==> src/rtl/iab_pkg.sv <==
// Shared constants for the interval atan2 bounds block.
// Holds the CORDIC arctangent table and the internal datapath widths.
// No dependencies.
package iab_pkg;

  // Coordinates are brought to a common scale of 2^40 before the rotations.
  localparam int PRESCALE_BITS = 40;

  // Width of the x and y rotation registers. This covers the prescaled input,
  // the CORDIC gain of about 1.65 and the sqrt(2) growth of a corner vector.
  localparam int XY_W = 44;

  // Width of the angle accumulator in 32-bit binary radians, with headroom
  // for the quarter-turn start and the sum of the table.
  localparam int Z_W = 34;

  // Number of entries in the arctangent table.
  localparam int ATAN_ENTRIES = 32;

  // atan(2^-i) in binary radians, pi = 2^31.
  localparam logic [31:0] ATAN_TABLE [0:ATAN_ENTRIES-1] = '{
    32'd536870912, 32'd316933406, 32'd167458907, 32'd85004756,
    32'd42667331,  32'd21354465,  32'd10679838,  32'd5340245,
    32'd2670163,   32'd1335087,   32'd667544,    32'd333772,
    32'd166886,    32'd83443,     32'd41722,     32'd20861,
    32'd10430,     32'd5215,      32'd2608,      32'd1304,
    32'd652,       32'd326,       32'd163,       32'd81,
    32'd41,        32'd20,        32'd10,        32'd5,
    32'd3,         32'd1,         32'd1,         32'd0
  };

endpackage

==> src/rtl/iab_cordic.sv <==
// Pipelined CORDIC vectoring unit: atan2 of one corner, one step per stage.
// Depends on iab_pkg for the arctangent table and datapath widths.
// It has CORDIC_STEPS + 2 register stages, all advanced by en.
module iab_cordic #(
  parameter int COORD_WIDTH  = 16,
  parameter int ANGLE_WIDTH  = 16,
  parameter int CORDIC_STEPS = 16
) (
  input  logic                          clk,
  input  logic                          en,
  input  logic signed [COORD_WIDTH-1:0] y,
  input  logic signed [COORD_WIDTH-1:0] x,
  output logic signed [ANGLE_WIDTH-1:0] angle
);
  import iab_pkg::*;

  localparam int PRE_SHIFT = PRESCALE_BITS - COORD_WIDTH;
  localparam int SHIFT     = 32 - ANGLE_WIDTH;

  localparam logic signed [Z_W-1:0] Z_QUARTER = Z_W'(1) << 30;
  localparam logic signed [Z_W-1:0] Z_RND     = Z_W'(1) << ((SHIFT > 0) ? SHIFT - 1 : 0);
  localparam logic signed [Z_W-1:0] A_MAX     = (Z_W'(1) << (ANGLE_WIDTH - 1)) - Z_W'(1);
  localparam logic signed [Z_W-1:0] A_MIN     = -(Z_W'(1) << (ANGLE_WIDTH - 1));

  logic signed [XY_W-1:0] xs [0:CORDIC_STEPS];
  logic signed [XY_W-1:0] ys [0:CORDIC_STEPS];
  logic signed [Z_W-1:0]  zs [0:CORDIC_STEPS];
  logic                   org [0:CORDIC_STEPS];

  logic signed [XY_W-1:0] y_ext;
  logic signed [XY_W-1:0] x_ext;
  logic signed [XY_W-1:0] x_pre;
  logic signed [XY_W-1:0] y_pre;
  logic signed [Z_W-1:0]  z_pre;

  // Scale the corner and turn it into the right half plane.
  always_comb begin
    y_ext = XY_W'(y) <<< PRE_SHIFT;
    x_ext = XY_W'(x) <<< PRE_SHIFT;
    x_pre = x_ext;
    y_pre = y_ext;
    z_pre = '0;
    if (x_ext[XY_W-1]) begin
      if (!y_ext[XY_W-1]) begin
        x_pre = y_ext;
        y_pre = -x_ext;
        z_pre = Z_QUARTER;
      end else begin
        x_pre = -y_ext;
        y_pre = x_ext;
        z_pre = -Z_QUARTER;
      end
    end
  end

  always_ff @(posedge clk) begin
    if (en) begin
      xs[0]  <= x_pre;
      ys[0]  <= y_pre;
      zs[0]  <= z_pre;
      org[0] <= (x == '0) && (y == '0);
    end
  end

  for (genvar i = 0; i < CORDIC_STEPS; i++) begin : g_step
    localparam logic signed [Z_W-1:0] T_I = Z_W'(ATAN_TABLE[i]);
    always_ff @(posedge clk) begin
      if (en) begin
        if (!ys[i][XY_W-1]) begin
          xs[i+1] <= xs[i] + (ys[i] >>> i);
          ys[i+1] <= ys[i] - (xs[i] >>> i);
          zs[i+1] <= zs[i] + T_I;
        end else begin
          xs[i+1] <= xs[i] - (ys[i] >>> i);
          ys[i+1] <= ys[i] + (xs[i] >>> i);
          zs[i+1] <= zs[i] - T_I;
        end
        org[i+1] <= org[i];
      end
    end
  end

  logic signed [Z_W-1:0] z_rnd;
  logic signed [Z_W-1:0] z_sat;

  if (SHIFT > 0) begin : g_round
    assign z_rnd = (zs[CORDIC_STEPS] + Z_RND) >>> SHIFT;
  end else begin : g_noround
    assign z_rnd = zs[CORDIC_STEPS];
  end

  always_comb begin
    z_sat = z_rnd;
    if (z_rnd > A_MAX) begin
      z_sat = A_MAX;
    end else if (z_rnd < A_MIN) begin
      z_sat = A_MIN;
    end
  end

  always_ff @(posedge clk) begin
    if (en) begin
      angle <= org[CORDIC_STEPS] ? '0 : z_sat[ANGLE_WIDTH-1:0];
    end
  end

endmodule

==> config.mk <==
export PLATFORM = sky130hd
export DESIGN_NAME = iab_cordic
export DESIGN_NICKNAME = d
export VERILOG_FILES = /design/src/rtl/iab_pkg.sv /design/src/rtl/iab_cordic.sv
export SDC_FILE = /design/constraint.sdc
export NUM_CORES = 2
export LEC_CHECK = 0
export BUFFER_PORTS_ARGS = -buffer_cell sky130_fd_sc_hd__buf_2
export CAP_MARGIN = 20
export CORE_MARGIN = 2
export CORE_UTILIZATION = 40
export CTS_BUF_LIST = sky130_fd_sc_hd__clkbuf_4 sky130_fd_sc_hd__clkbuf_8
export DETAILED_ROUTE_END_ITERATION = 7
export PLACE_DENSITY = 0.64
export SLEW_MARGIN = 20
export SYNTH_ARGS = -nofsm -noshare
export SYNTH_HDL_FRONTEND = slang
export SYNTH_SLANG_ARGS = --single-unit
==> constraint.sdc <==
create_clock -name clk -period 7.2 [get_ports clk]
set_clock_uncertainty 0.15 [all_clocks]
set_input_delay 1.08 -clock clk [delete_from_list [all_inputs] [get_ports clk]]
set_output_delay 1.08 -clock clk [all_outputs]
set_load 0.01 [all_outputs]
==> results.md <==
* Cell Rows at 210
* Layout area overhead at 8.45%
* Slew of the pin with the lowest slew margin at 1010 ps
* Clock Latency Late Sink at 970 ps
* Register area share after synthesis at 0.348
* Total GRT Usage at 0.183
* Antenna violations before repair at 2
* CTS tree: yes
* Final WL at 316000 um
* Post-synthesis instance area at 0.131 mm2
* Setup TNS at 0 ps
* CP required at 7740 ps
* Critical Path Fanout Max at 5
* Number of synthesized flops with an enable pin at 1520
* Clk buf depth at 4
* Slew HR at 0.318
* Post-CTS setup buffer count at 0
* Starting Density at 0.401
* Final core utilization at 0.435
* Vias in the first global route at 96.8k
* Post_cts resized at 0
* Ys flop type: edfxtp_1
* CP Launch Type: flip-flop
* Port bufs at 49
* Die H at 576 um
* Hold buffer count at cts at 0
* Share of post-route cells with drive strength above 1 at 0.0532
* Routed length per instance at 17.1 um
* Grt ovf at 0
* Fmax achieved at 158 MHz
* Outcome: finished, final reports clean
* Mapped Cells at 13.8k
* Die W at 576 um
* CTS sink cnt at 1520
* # DRC at 0
* Die Area at 0.332 mm2
* Total CTS buffers at 282
* TritonRoute pass-1 iters at 8
* Tmin final at 6320 ps
* Unique cell type count in the Yosys netlist at 115
* Final Cycle Share at 0.878
* Antenna viol nets, final at 0
* Hold Crit Class: reg -> reg
* Final nets at 15.6k
* Slew Limit Fails at 0
* RSZ-0062 raised after global routing: false
* Final setup vio count at 0
* Root Buffer: clkbuf_8
* Final GP Congestion at 0.957
* Core Box Area at 0.327 mm2
* DP HPWL at 251000 um
* DR vias at 101k
* H-tree lvl count at 5
* Asr flop ratio synth at 0
* Final hold violation count at 0
* Mean number of vias per cell at 5.47
* Starting DRC count in detailed routing at 5491
* Largest net degree at the start of global routing at 160
* Warnings from Yosys at 0
* Register bit count reported by yosys at 1520
* Global-route wire length before repair at 501000 um
* Reg clk slew, reported paths at 70 ps
* Max cap viols at 0
* Crit path DAT at 6850 ps
* CP Class: reg -> reg
* I/O pin count at 50
* Avg Cell Area, Syn at 9.48 um2
* Setup crit end kind: flip-flop
[sequential cells by signal, summed over array words and instances, names as in the netlist]
| register | count |
|---|---|
| angle | 16 |
| xs | 508 |
| org | 17 |
| zs | 459 |
| ys | 520 |
[layout by cell type, fill, tap and decap left out, types with 32 or more instances in the layout]
cell / synthesis / final
a21boi_0: 41 / 41
o41ai_1: 82 / 82
ha_1: 1519 / 1519
clkinv_1: 3 / 63
o211ai_1: 42 / 42
nor2_1: 1100 / 1100
xor2_1: 699 / 699
or2_2: 49 / 49
edfxtp_1: 1520 / 1520
fa_1: 34 / 34
nand3_1: 241 / 241
clkbuf_4: 0 / 64
mux2i_1: 46 / 46
nor2b_1: 180 / 180
nor4_1: 101 / 101
or4_1: 57 / 57
a31oi_1: 148 / 148
clkbuf_8: 0 / 288
nand4_1: 113 / 113
a21oi_1: 1386 / 1386
and2_1: 73 / 73
xnor2_1: 1312 / 1312
o21ai_0: 780 / 780
nand2b_1: 245 / 245
clkinv_2: 0 / 34
nand2_1: 847 / 841
buf_2: 5 / 48
buf_4: 0 / 82
a211o_1: 32 / 32
o31ai_1: 180 / 180
o21a_1: 195 / 195
and3_1: 117 / 117
o21bai_1: 174 / 174
a21o_1: 638 / 638
or3_1: 111 / 111
inv_1: 556 / 552
nor3_1: 357 / 357
a211oi_1: 76 / 76
[final timing paths]
path	from	to	slack [ps]	cells past startpoint
hold / removal	org[0][5]	org[0][6]	260	0
hold reg to reg	org[0][5]	org[0][6]	260	0
setup / recovery	xs[6][13]	ys[7][43]	880	22
setup reg to reg	xs[6][13]	ys[7][43]	880	22
[stage by stage]
stage	setup WS (ps)	hold WS [ps]	instances	instance area (um2)
3_5_place_dp	767	255	18100	137000
4_1_cts	925	256	18500	142000
5_1_grt	443	263	18500	142000
6_report	881	262	18500	142000
2_1_floorplan	1270	250	13800	131000
3_3_place_gp	788	253	18100	137000
[worst max-delay path: stages (launching register included)]
cell and delay (ps):
edfxtp_1 450, or4_1 610, nor3_2 150, nor4b_1 590, and2b_1 300, inv_1 100, or3_1 360, nor2_1 100
nand2_1 180, nand2_1 140, xnor2_1 150, ha_1 320, and3_1 230, o21ai_0 120, a21oi_1 80, a211oi_1 270
a21boi_0 290, o311ai_0 580, a21oi_1 130, o31ai_1 310, nand2b_1 130, a31oi_1 220, xnor2_1 80
[cell usage after synthesis, types with 148 or more instances]
cell type	number	share of area
a21o_1	638	0.037
a21oi_1	1386	0.053
a31oi_1	148	0.0071
clkbuf_1	227	0.0065
edfxtp_1	1520	0.35
ha_1	1519	0.15
inv_1	556	0.016
nand2_1	847	0.024
nand2b_1	245	0.012
nand3_1	241	0.0092
nor2_1	1100	0.032
nor2b_1	180	0.0086
nor3_1	357	0.014
o21a_1	195	0.011
o21ai_0	780	0.030
o21bai_1	174	0.010
o31ai_1	180	0.010
xnor2_1	1312	0.088
xor2_1	699	0.047
[metal layers]
| metal | track usage | vias up | share of wire |
|---|---|---|---|
| met4 | 0.0939 | 0 | 0.055 |
| met5 | 0 | - | 0 |
| met2 | 0.334 | 2040 | 0.50 |
| met1 | 0.211 | 46900 | 0.41 |
| met3 | 0.0179 | 852 | 0.031 |
| li1 | - | 51600 | - |
[final cells by class]
type | count | area [um2]
antenna | 5 | 12.5
timing repair buffer | 137 | 996
sequential | 1520 | 45600
clock inverter | 135 | 1150
inverter | 565 | 2120
fill | 31600 | 184000
multi-input combinational | 11500 | 82300
clock buffer | 352 | 4440
tap | 4346 | 5440
[logic make-up after synthesis]
family          after synthesis  synth area share
mux                          71           0.00566
fa+ha+maj                  1553             0.150
compound gates             4138             0.201
simple gates               3708             0.137
other cells                   1         0.0000286
xor+xnor                   2012             0.135
flops                      1520             0.348
buf+inv                     822            0.0238
Power is not shown: default switching activity piles up to over one toggle a cycle in this logic, so the estimate is an artifact.
